**src/rtl/assert_macros.svh**
```systemverilog
// ----------------------------------------------------------------------------
// Assertion macros
// Shared concurrent assertion forms for the tick scheduler RTL.
// ----------------------------------------------------------------------------
`ifndef ASSERT_MACROS_SVH
`define ASSERT_MACROS_SVH

// Same-cycle implication, disabled while reset is asserted.
`define ASSERT_IMPLY(label, clk, rst_n, ante, cons) \
    label: assert property (@(posedge clk) disable iff (!rst_n) (ante) |-> (cons)) \
        else $error("implication assertion failed");

// Next-cycle implication, disabled while reset is asserted.
`define ASSERT_NEXT(label, clk, rst_n, ante, cons) \
    label: assert property (@(posedge clk) disable iff (!rst_n) (ante) |=> (cons)) \
        else $error("next-cycle assertion failed");

`endif

```
**src/rtl/tsb_pkg.sv**
```systemverilog
// ----------------------------------------------------------------------------
// Tick scheduler package
// Types and constants shared by the tick scheduler with beeper modules.
// ----------------------------------------------------------------------------
package tsb_pkg;

    localparam int TICKS_PER_MS_DEFAULT = 10;
    localparam int QUEUE_DEPTH          = 2;
    localparam int QUEUE_PTR_W          = 1;
    localparam int QUEUE_CNT_W          = 2;

    typedef enum logic [2:0] {
        OP_TICK           = 3'd0,
        OP_BEEP           = 3'd1,
        OP_SET_DEADLINE   = 3'd2,
        OP_CHECK_DEADLINE = 3'd3,
        OP_ACK_MOTOR      = 3'd4
    } op_t;

    typedef struct packed {
        logic [2:0]  operation;
        logic [15:0] value;
        logic [15:0] modulation;
    } in_item_t;

    typedef struct packed {
        logic        speaker_on;
        logic        motor_update;
        logic [15:0] millis_now;
        logic [15:0] deadline_out;
        logic        expired;
        logic        compass_strobe;
    } out_item_t;

    // Classified command as passed from the front part to the back part.
    typedef struct packed {
        logic        tick;
        logic        beep;
        logic        set_deadline;
        logic        check_deadline;
        logic        ack_motor;
        logic [15:0] value;
        logic [15:0] modulation;
    } cmd_t;

endpackage

```
**src/rtl/tsb_front.sv**
```systemverilog
// ----------------------------------------------------------------------------
// Tick scheduler front end
// Accepts input transactions and registers them as classified commands.
// ----------------------------------------------------------------------------
module tsb_front (
    input  logic              clk,
    input  logic              rst_n,
    input  logic              in_valid,
    output logic              in_ready,
    input  tsb_pkg::in_item_t in_data,
    output logic              cmd_valid,
    input  logic              cmd_ready,
    output tsb_pkg::cmd_t     cmd_data
);
    import tsb_pkg::*;

    logic valid_reg;
    logic valid_next;
    cmd_t cmd_reg;
    cmd_t cmd_next;

    assign in_ready = !valid_reg || cmd_ready;

    always_comb
    begin
        cmd_next            = '0;
        cmd_next.value      = in_data.value;
        cmd_next.modulation = in_data.modulation;
        unique case (in_data.operation)
            OP_TICK:           cmd_next.tick           = 1'b1;
            OP_BEEP:           cmd_next.beep           = 1'b1;
            OP_SET_DEADLINE:   cmd_next.set_deadline   = 1'b1;
            OP_CHECK_DEADLINE: cmd_next.check_deadline = 1'b1;
            OP_ACK_MOTOR:      cmd_next.ack_motor      = 1'b1;
            default:           cmd_next.value          = in_data.value;
        endcase
    end

    always_comb
    begin
        valid_next = valid_reg;
        if (in_ready)
        begin
            valid_next = in_valid;
        end
    end

    always_ff @(posedge clk or negedge rst_n)
    begin
        if (!rst_n)
        begin
            valid_reg <= 1'b0;
        end
        else
        begin
            valid_reg <= valid_next;
        end
    end

    always_ff @(posedge clk)
    begin
        if (in_ready && in_valid)
        begin
            cmd_reg <= cmd_next;
        end
    end

    assign cmd_valid = valid_reg;
    assign cmd_data  = cmd_reg;

endmodule

```
**src/rtl/tsb_queue.sv**
```systemverilog
// ----------------------------------------------------------------------------
// Tick scheduler command queue
// Short queue that lets the front and back parts stall independently.
// ----------------------------------------------------------------------------
`include "assert_macros.svh"

module tsb_queue (
    input  logic          clk,
    input  logic          rst_n,
    input  logic          push_valid,
    output logic          push_ready,
    input  tsb_pkg::cmd_t push_data,
    output logic          pop_valid,
    input  logic          pop_ready,
    output tsb_pkg::cmd_t pop_data
);
    import tsb_pkg::*;

    cmd_t                   mem [QUEUE_DEPTH];
    logic [QUEUE_PTR_W-1:0] wr_ptr_reg;
    logic [QUEUE_PTR_W-1:0] wr_ptr_next;
    logic [QUEUE_PTR_W-1:0] rd_ptr_reg;
    logic [QUEUE_PTR_W-1:0] rd_ptr_next;
    logic [QUEUE_CNT_W-1:0] count_reg;
    logic [QUEUE_CNT_W-1:0] count_next;
    logic                   push;
    logic                   pop;

    assign push_ready = count_reg != QUEUE_CNT_W'(QUEUE_DEPTH);
    assign pop_valid  = count_reg != '0;
    assign push       = push_valid && push_ready;
    assign pop        = pop_valid && pop_ready;
    assign pop_data   = mem[rd_ptr_reg];

    always_comb
    begin
        wr_ptr_next = push ? wr_ptr_reg + 1'b1 : wr_ptr_reg;
        rd_ptr_next = pop ? rd_ptr_reg + 1'b1 : rd_ptr_reg;
        count_next  = count_reg;
        if (push && !pop)
        begin
            count_next = count_reg + 1'b1;
        end
        else if (pop && !push)
        begin
            count_next = count_reg - 1'b1;
        end
    end

    always_ff @(posedge clk or negedge rst_n)
    begin
        if (!rst_n)
        begin
            wr_ptr_reg <= '0;
            rd_ptr_reg <= '0;
            count_reg  <= '0;
        end
        else
        begin
            wr_ptr_reg <= wr_ptr_next;
            rd_ptr_reg <= rd_ptr_next;
            count_reg  <= count_next;
        end
    end

    always_ff @(posedge clk)
    begin
        if (push)
        begin
            mem[wr_ptr_reg] <= push_data;
        end
    end

    `ASSERT_IMPLY(a_queue_bound, clk, rst_n, 1'b1, count_reg <= QUEUE_CNT_W'(QUEUE_DEPTH))
    `ASSERT_NEXT(a_queue_pop_seen, clk, rst_n, push && !pop, pop_valid)

endmodule

```
**src/rtl/tsb_back.sv**
```systemverilog
// ----------------------------------------------------------------------------
// Tick scheduler back end
// Executes commands against the timer and beeper state and registers results.
// ----------------------------------------------------------------------------
`include "assert_macros.svh"

module tsb_back #(
    parameter int TICKS_PER_MS = tsb_pkg::TICKS_PER_MS_DEFAULT
) (
    input  logic               clk,
    input  logic               rst_n,
    input  logic               cfg_valid,
    input  logic               cfg_data,
    input  logic               cmd_valid,
    output logic               cmd_ready,
    input  tsb_pkg::cmd_t      cmd_data,
    output logic               out_valid,
    input  logic               out_ready,
    output tsb_pkg::out_item_t out_data
);
    import tsb_pkg::*;

    localparam int DIV_W = (TICKS_PER_MS > 1) ? $clog2(TICKS_PER_MS) : 1;
    localparam logic [DIV_W-1:0] DIV_RELOAD = DIV_W'(TICKS_PER_MS - 1);

    logic             compass_reg;
    logic [DIV_W-1:0] div_reg;
    logic [DIV_W-1:0] div_next;
    logic             phase_reg;
    logic             phase_next;
    logic             flag_reg;
    logic             flag_next;
    logic [15:0]      millis_reg;
    logic [15:0]      millis_next;
    logic [15:0]      remaining_reg;
    logic [15:0]      remaining_next;
    logic [15:0]      mask_reg;
    logic [15:0]      mask_next;
    logic             speaker_reg;
    logic             speaker_next;
    logic             out_valid_reg;
    logic             out_valid_next;
    out_item_t        out_reg;
    out_item_t        out_next;
    logic             exec;
    logic [15:0]      diff;

    assign cmd_ready = !out_valid_reg || out_ready;
    assign exec      = cmd_valid && cmd_ready;
    assign diff      = cmd_data.value - millis_reg;

    always_comb
    begin
        div_next       = div_reg;
        phase_next     = phase_reg;
        flag_next      = flag_reg;
        millis_next    = millis_reg;
        remaining_next = remaining_reg;
        mask_next      = mask_reg;
        speaker_next   = speaker_reg;
        if (cmd_data.tick)
        begin
            if (div_reg == '0)
            begin
                div_next    = DIV_RELOAD;
                phase_next  = !phase_reg;
                millis_next = millis_reg + 16'd1;
                if (phase_reg)
                begin
                    flag_next = 1'b1;
                end
            end
            else
            begin
                div_next = div_reg - 1'b1;
            end
            if (remaining_reg != '0)
            begin
                remaining_next = remaining_reg - 16'd1;
                speaker_next   = |(remaining_next & mask_reg);
            end
            else
            begin
                speaker_next = 1'b0;
                mask_next    = 16'hFFFF;
            end
        end
        if (cmd_data.beep)
        begin
            remaining_next = cmd_data.value;
            mask_next      = cmd_data.modulation;
        end
        if (cmd_data.ack_motor)
        begin
            flag_next = 1'b0;
        end

        out_next.speaker_on     = speaker_next;
        out_next.motor_update   = flag_next;
        out_next.millis_now     = millis_next;
        out_next.deadline_out   = cmd_data.set_deadline
                                  ? millis_reg + cmd_data.value - 16'd1 : 16'd0;
        out_next.expired        = cmd_data.check_deadline && diff[15];
        out_next.compass_strobe = cmd_data.tick && compass_reg;

        out_valid_next = out_valid_reg;
        if (cmd_ready)
        begin
            out_valid_next = cmd_valid;
        end
    end

    always_ff @(posedge clk or negedge rst_n)
    begin
        if (!rst_n)
        begin
            compass_reg   <= 1'b0;
            div_reg       <= '0;
            phase_reg     <= 1'b1;
            flag_reg      <= 1'b0;
            millis_reg    <= '0;
            remaining_reg <= '0;
            mask_reg      <= 16'hFFFF;
            speaker_reg   <= 1'b0;
            out_valid_reg <= 1'b0;
        end
        else
        begin
            if (cfg_valid)
            begin
                compass_reg <= cfg_data;
            end
            if (exec)
            begin
                div_reg       <= div_next;
                phase_reg     <= phase_next;
                flag_reg      <= flag_next;
                millis_reg    <= millis_next;
                remaining_reg <= remaining_next;
                mask_reg      <= mask_next;
                speaker_reg   <= speaker_next;
            end
            out_valid_reg <= out_valid_next;
        end
    end

    always_ff @(posedge clk)
    begin
        if (exec)
        begin
            out_reg <= out_next;
        end
    end

    assign out_valid = out_valid_reg;
    assign out_data  = out_reg;

    `ASSERT_NEXT(a_exec_gives_result, clk, rst_n, exec, out_valid_reg)
    `ASSERT_IMPLY(a_millis_on_tick, clk, rst_n, !$stable(millis_reg),
                  $past(exec) && $past(cmd_data.tick))
    `ASSERT_NEXT(a_beep_loads, clk, rst_n, exec && cmd_data.beep,
                 remaining_reg == $past(cmd_data.value))

endmodule

```
**src/rtl/tick_scheduler_with_beeper_top.sv**
```systemverilog
// ----------------------------------------------------------------------------
// Tick scheduler with beeper, top level
// Millisecond prescaler, motor-update flag, beep modulation and deadline maths.
// ----------------------------------------------------------------------------
// Path: a transaction accepted at the input passes the front register, the
// command queue and the result register before its result appears.
// Throughput: one transaction per clock cycle, sustained while the result port
// is ready, as the back end updates its state for each command it executes.
// Reset: rst_n resets all control state and the timer and beeper state at once.
// ----------------------------------------------------------------------------
module tick_scheduler_with_beeper_top #(
    parameter int TICKS_PER_MS = tsb_pkg::TICKS_PER_MS_DEFAULT
) (
    input  logic               clk,
    input  logic               rst_n,
    input  logic               in_valid,
    output logic               in_ready,
    input  tsb_pkg::in_item_t  in_data,
    output logic               out_valid,
    input  logic               out_ready,
    output tsb_pkg::out_item_t out_data,
    input  logic               cfg_valid,
    output logic               cfg_ready,
    input  logic               cfg_data
);
    import tsb_pkg::*;

    // Front to queue and queue to back handshakes.
    logic fq_valid;
    logic fq_ready;
    cmd_t fq_data;
    logic qb_valid;
    logic qb_ready;
    cmd_t qb_data;

    // The compass enable register is a single flop in the back end and can
    // take a write transaction in any cycle.
    assign cfg_ready = 1'b1;

    // The front end decodes the operation code into one flag per command so
    // that the back end only has to look at single bits.
    tsb_front u_front (
        .clk       (clk),
        .rst_n     (rst_n),
        .in_valid  (in_valid),
        .in_ready  (in_ready),
        .in_data   (in_data),
        .cmd_valid (fq_valid),
        .cmd_ready (fq_ready),
        .cmd_data  (fq_data)
    );

    // A two-entry queue decouples the two halves, so a stalled result port
    // does not immediately back up into the input port.
    tsb_queue u_queue (
        .clk        (clk),
        .rst_n      (rst_n),
        .push_valid (fq_valid),
        .push_ready (fq_ready),
        .push_data  (fq_data),
        .pop_valid  (qb_valid),
        .pop_ready  (qb_ready),
        .pop_data   (qb_data)
    );

    // The back end owns all timer and beeper state: prescaler, motor phase and
    // flag, millisecond count, beep countdown and mask, speaker level and compass
    // enable. It executes one command per cycle whenever the result register is free.
    tsb_back #(
        .TICKS_PER_MS (TICKS_PER_MS)
    ) u_back (
        .clk       (clk),
        .rst_n     (rst_n),
        .cfg_valid (cfg_valid),
        .cfg_data  (cfg_data),
        .cmd_valid (qb_valid),
        .cmd_ready (qb_ready),
        .cmd_data  (qb_data),
        .out_valid (out_valid),
        .out_ready (out_ready),
        .out_data  (out_data)
    );

endmodule

```
**config.mk**
```make
export PLATFORM = sky130hd
export DESIGN_NAME = tick_scheduler_with_beeper_top
export DESIGN_NICKNAME = d
export VERILOG_FILES = /design/src/rtl/tsb_pkg.sv /design/src/rtl/tsb_front.sv /design/src/rtl/tsb_queue.sv /design/src/rtl/tsb_back.sv /design/src/rtl/tick_scheduler_with_beeper_top.sv
export VERILOG_INCLUDE_DIRS = /design/src /design/src/rtl
export SDC_FILE = /design/constraint.sdc
export NUM_CORES = 1
export LEC_CHECK = 0
export BUFFER_PORTS_ARGS = -buffer_cell sky130_fd_sc_hd__buf_4
export CORE_AREA = 2 2 167 202
export CTS_BUF_LIST = sky130_fd_sc_hd__clkbuf_16
export DETAILED_ROUTE_END_ITERATION = 7
export DIE_AREA = 0 0 169 204
export PLACE_DENSITY = 0.57
export SLEW_MARGIN = 20
export SYNTH_ARGS = -nofsm -noshare
export SYNTH_HDL_FRONTEND = slang
export SYNTH_SLANG_ARGS = --single-unit
```
**constraint.sdc**
```tcl
create_clock -name clk -period 9.7 [get_ports clk]
set_input_delay 0 -clock clk [delete_from_list [all_inputs] [get_ports clk]]
set_output_delay 0 -clock clk [all_outputs]
set_load 0.005 [all_outputs]
```
### Word level (Yosys, flattened, before mapping)

Memories as Yosys holds them, arrays and structs flattened.
Cells that the tools add are included.

| storage, ports and cells | value |
|---|---|
| input bits | 41 |
| ROM bits | 0 |
| memories | 1 |
| bits in registers | 135 |
| RAM bits | 74 |
| logic and storage cells | 94 |
| bits in latches | 0 |

| cells by class | value |
|---|---|
| reduce and logical (&&, ||, !) cells | 26 |
| equal/unequal tests | 6 |
| magnitude comparators | 0 |
| div/mod/pow operators | 0 |
| add/sub/neg operators | 10 |
| shift operators | 0 |
| muxes and demuxes | 24 |
| multiply operators | 0 |
| bitwise operators | 1 |

Memories:

| memory | words | width | read ports | clocked after Yosys merged registers in | wr ports | line | RTL |
|---|---|---|---|---|---|---|---|
| u_queue.mem | 2 | 37 | 1 | 0 | 1 | tsb_queue.sv:19 | `cmd_t mem [QUEUE_DEPTH];` |

Operators by type and width:

| kind | count |
|---|---|
| $mux W16 | 8 |
| $sub A16 B1 Y16 const B | 2 |
| $add A16 B1 Y16 const B | 1 |
| $add A16 B16 Y16 | 1 |
| $and A16 B16 Y16 | 1 |
| $reduce_bool A16 Y1 | 1 |
| $reduce_or A16 Y1 | 1 |
| $sub A16 B16 Y16 | 1 |
| $mux W1 | 13 |
| $reduce_and A3 Y1 | 3 |
| $reduce_bool A2 Y1 | 4 |
| $logic_and A1 B1 Y1 | 7 |
| $eq A3 B2 Y1 const B | 2 |
| $logic_not A1 Y1 | 5 |
| $logic_not A4 Y1 | 1 |
| $mux W2 | 2 |
| $mux W4 | 1 |
| $ne A2 B2 Y1 const B | 2 |
| $sub A4 B1 Y4 const B | 1 |
| $eq A3 B1 Y1 const B | 1 |
| $eq A3 B3 Y1 const B | 1 |
| $logic_not A3 Y1 | 1 |
| $add A1 B1 Y1 const B | 2 |
| $add A2 B1 Y2 const B | 1 |
| 3 further kinds | 4 |

### Longest topological paths before layout

| logic depth | value |
|---|---|
| word-level depth | 6 |
| gate-level depth with buffers | 16 |

### Modules after synthesis

A second synthesis with hierarchy kept.

| second synthesis, totals | value |
|---|---|
| cell total of the unflattened synthesis | 760 |
| area total of the unflattened synthesis | 9888.2 um^2 |

Modules (own cells, without submodules):

| module | cells each | area each (um^2) | instances | sequential area each (um^2) |
|---|---|---|---|---|
| tsb_back | 579 | 5730.5 | 1 | 2528.7 |
| tsb_queue | 133 | 2946.6 | 1 | 2322.2 |
| tsb_front | 46 | 1199.9 | 1 | 1136.1 |
| tick_scheduler_with_beeper_top | 2 | 11.3 | 1 | 0.0 |

### Worst setup path after synthesis

OpenSTA, ideal clock, no wires.

| path | value |
|---|---|
| path kind | register -> register |
| start point | register u_queue.rd_ptr_reg |
| end point | register u_back.out_reg (netlist bit u_back.out_data[17]) (data pin) |
| setup slack | 6.221 ns |
| setup time | 0.130 ns |
| cell stages (with the launch flop) | 17 |
| path buffers | 3 |
| data arrival time | 3.349 ns |
| clock period less this slack | 3.479 ns |
| required time | 9.570 ns |
| cell sequence | dfrtp_1 -> buf_4 -> clkbuf_1 -> buf_2 -> mux2i_1 -> ha_1 -> inv_1 -> ha_1 -> inv_1 -> fa_1 -> nor2b_1 -> o21ai_0 -> a21boi_0 -> o41ai_1 -> a21oi_1 -> or4b_1 -> nand2_1 |

| between the ends | value |
|---|---|
| cells in the longest elaborated chain, start to end | 3 |

RTL lines:

| what | line | RTL |
|---|---|---|
| start: declaration | tsb_queue.sv:22 | `logic [QUEUE_PTR_W-1:0] rd_ptr_reg;` |
| start signal: assignment | tsb_queue.sv:61 | `rd_ptr_reg <= rd_ptr_next;` |
| $mem_v2 Z2 W37 * | n/a |  |
| $add A16 B16 Y16 | tsb_back.sv:102 | `? millis_reg + cmd_data.value - 16'd1 : 16'd0;` |
| $sub A16 B1 Y16 | tsb_back.sv:102 |  |
| end signal: assignment | tsb_back.sv:151 | `out_reg <= out_next;` |
| end: declaration | tsb_back.sv:43 | `out_item_t out_reg;` |

Mark *: on every way between the ends. The rest lies on a longest branch, timed or not.
A chain may end at the register's enable or synchronous reset.

### Worst setup path after layout

Same ends and word-level chain as after synthesis.

==> metrics.csv <==
metric;value;unit
status;finished, final reports clean;
final hold slack;0.1440;ns
R2R depth;13;
post-synth cell types;70;
H-tree levels;1;
Seq cells post-synth;209;
Post-Syn Area;0.009663;mm^2
CP max-delay cell;o41ai_1;
share of synthesized flip-flops with an asynchronous set or reset;29.67;%
Largest delay share family, worst path;compound AO/OA/AOI/OAI gates;
Detail Route Antenna Nets;0;
chip height;204;um
vias per inst;4.599;
Die Area;0.03448;mm^2
final period utilization;38.81;%
dpl ws;5.975;ns
worst path bufs/invs;3;
WP data required;10.08;ns
Final nets;991;
total wire length;20.24;mm
Synth Area in Adders;6.293;%
CP max FO;20;
Clk Latency, worst-skew pair;0.51;ns
post-synthesis simple-gate area fraction;10.68;%
RD Place Congestion;0.7749;
clock sink count;209;
YS warnings;0;
first-pass GRT wire length;32.29;mm
largest net degree at the start of global routing;63;
DR iter-0 viols;334;
Top Layer Used;met4;
maximum clock path buffer count;3;
Port Buffers;78;
Largest Register;u_queue.mem;
peak supply drop;0.1741;mV
Rel. slew slack;35.30;%
Post-synth EDFFs;147;
Largest stage delay, worst path;0.61;ns
Die Wd;169;um
Post-Synth XOR/XNOR Area;5.710;%
CTS tree;yes;
routed len/inst;15.21;um
reg-to-reg critical path endpoint;u_back.out_data[17];
layout cells sized above 1;19.04;%
syn nets;864;
CTS Buf Count;23;
Lkg Pwr;4.672;nW
Via Count;6121;
Setup CP Type;flop to flop;
post-route setup slack;5.936;ns
measured slew at the worst slew-check pin;0.9705;ns
metal3 WL;783;um
CTS Root Cell;clkbuf_16;
Setup TNS;0;ns
Clock Skew;0.01182;ns
max-cap violations;0;
Post-DP Area;0.01073;mm^2
RSZ-0062 raised after global routing;no;
mux contribution to synthesized area;2.486;%
final hold viol count;0;
syn avg cell area;12.47;um^2
main combinational cell family by area after synthesis;simple AND/OR/NAND/NOR gates;
DR pass1 iterations;5;
most frequent cells in the layout;edfxtp_1, buf_4, inv_1;
IO Pins;80;
area of the multi-input gates;0.003292;mm^2
Post-CTS Resized;0;
ANT cells;0;
CP arrival;4.14;ns
Seq/Total Area, Yosys;61.96;%
R2R Setup Slk;5.94;ns
setup violators final;0;
power per standard cell area;325.5;mW/mm^2
Clock transition at path regs;0.06;ns
final cell area excluding filler cells;0.01197;mm^2
placed wire-length estimate;13.88;mm
RR Startpoint;u_queue.rd_ptr_reg;
Synth Instances;775;
critical-path cell list;buf_4 > mux2_2 > inv_1 > ha_1 > inv_1 > ha_1 > nor2b_1 > o21ai_0 > a21boi_0 > o41ai_1 > a21oi_1 > or4b_1 > nand2_1;
met2 wire length;10.21;mm
total gr overflow;0;
Worst Hold Class;input pin to async pin;
met1 WL;8.808;mm
vias in the first global route;6082;
initial antenna violation count;0;
FP Rows;73;
Initial Util;29.55;%
drt drc;0;
max FFs per register;74;
most common cell after layout, fill and taps aside;edfxtp_1;
Core ar.;0.03270;mm^2
Compound-Gate Fraction of Synth Area;8.649;%
CP startpoint kind;flop;
Slew Limit Fails;0;
dominant synthesized flop cell;edfxtp_1;
fillers;3203;
FF/Latch Area;0.005987;mm^2
post-route minimum period;3.764;ns
GRT Util Overall;11.80;%
FMAX;0.2656;GHz
crit path capture type;flop;
Layout area overhead;23.88;%
## power breakdown
| part | switching, W | internal (W) |
|---|---|---|
| logic | 0.000843 | 0.000603 |
| registers | 0.000168 | 0.00135 |
| clock network | 0.000363 | 0.000570 |
## how the worst max path moves through the flow
stage                             startpoint             endpoint  slack (ns)  cells past startpoint
after floorplan           u_queue.rd_ptr_reg  u_back.out_data[17]        6.22                     16
after global placement    u_queue.rd_ptr_reg  u_back.out_data[17]        6.04                     13
after detailed placement  u_queue.rd_ptr_reg  u_back.out_data[17]        5.98                     13
after CTS                 u_queue.rd_ptr_reg  u_back.out_data[17]        5.95                     13
after global routing      u_queue.rd_ptr_reg  u_back.out_data[17]        5.53                     14
final                     u_queue.rd_ptr_reg  u_back.out_data[17]        5.94                     13
## cells by family (layout without fill, tap and decap cells)
logic type               Yosys count  in the layout
XOR/XNOR                          63             63
multiplexers                      22             22
adder cells (fa/ha/maj)           48             48
buffers and inverters            102            246
flip-flops                       209            209
AO/OA/AOI/OAI                    139            139
AND/OR/NAND/NOR                  191            191
other                              1              1
## per-stage QoR
step / total power, W / cells / util [%]
4_1_cts: 0.003957 / 1331 / 36.61
3_5_place_dp: 0.002993 / 1247 / 32.83
2_1_floorplan: 0.002520 / 775 / -
6_report: 0.003896 / 1331 / 36.61
3_3_place_gp: 0.002958 / 1246 / 32.74
5_1_grt: 0.004189 / 1331 / 36.61
## repair_timing
action,4_1_cts,5_1_grt
hold endpoints to repair,85,0
hold buffers,42,0
buffers inserted,0,0
## metal layers
layer  track usage, %  up-vias
met5                0        -
met4            3.602        0
met3            1.859       29
met2            20.93      118
met1            14.77     2973
li1                 -     3001
## synthesized netlist by cell type (6+ instances only)
master	n	area share, %
edfxtp_1	147	46
inv_1	76	3.0
nand2_1	51	2.0
ha_1	47	6.1
o21ai_0	46	2.4
xnor2_1	46	4.2
dfrtp_1	45	12
nor2_1	45	1.7
a21oi_1	34	1.8
o22ai_1	22	1.4
nor3_1	20	1.0
dfstp_2	17	4.6
xor2_1	17	1.5
clkbuf_1	16	0.62
mux2_2	13	1.5
nand3_1	9	0.47
mux2i_1	8	0.83
nand2b_1	7	0.45
nor2b_1	7	0.45
nor3b_1	6	0.47
## cell type report
type,instances,area share [%]
well taps,412,4.306
repair buffers,127,8.947
flip-flops and latches,209,50.02
clock buffers,23,4.808
inverters,77,2.415
clock inverters,19,2.007
multi-input cells,464,27.50
Power figures use the tool's default switching activity.
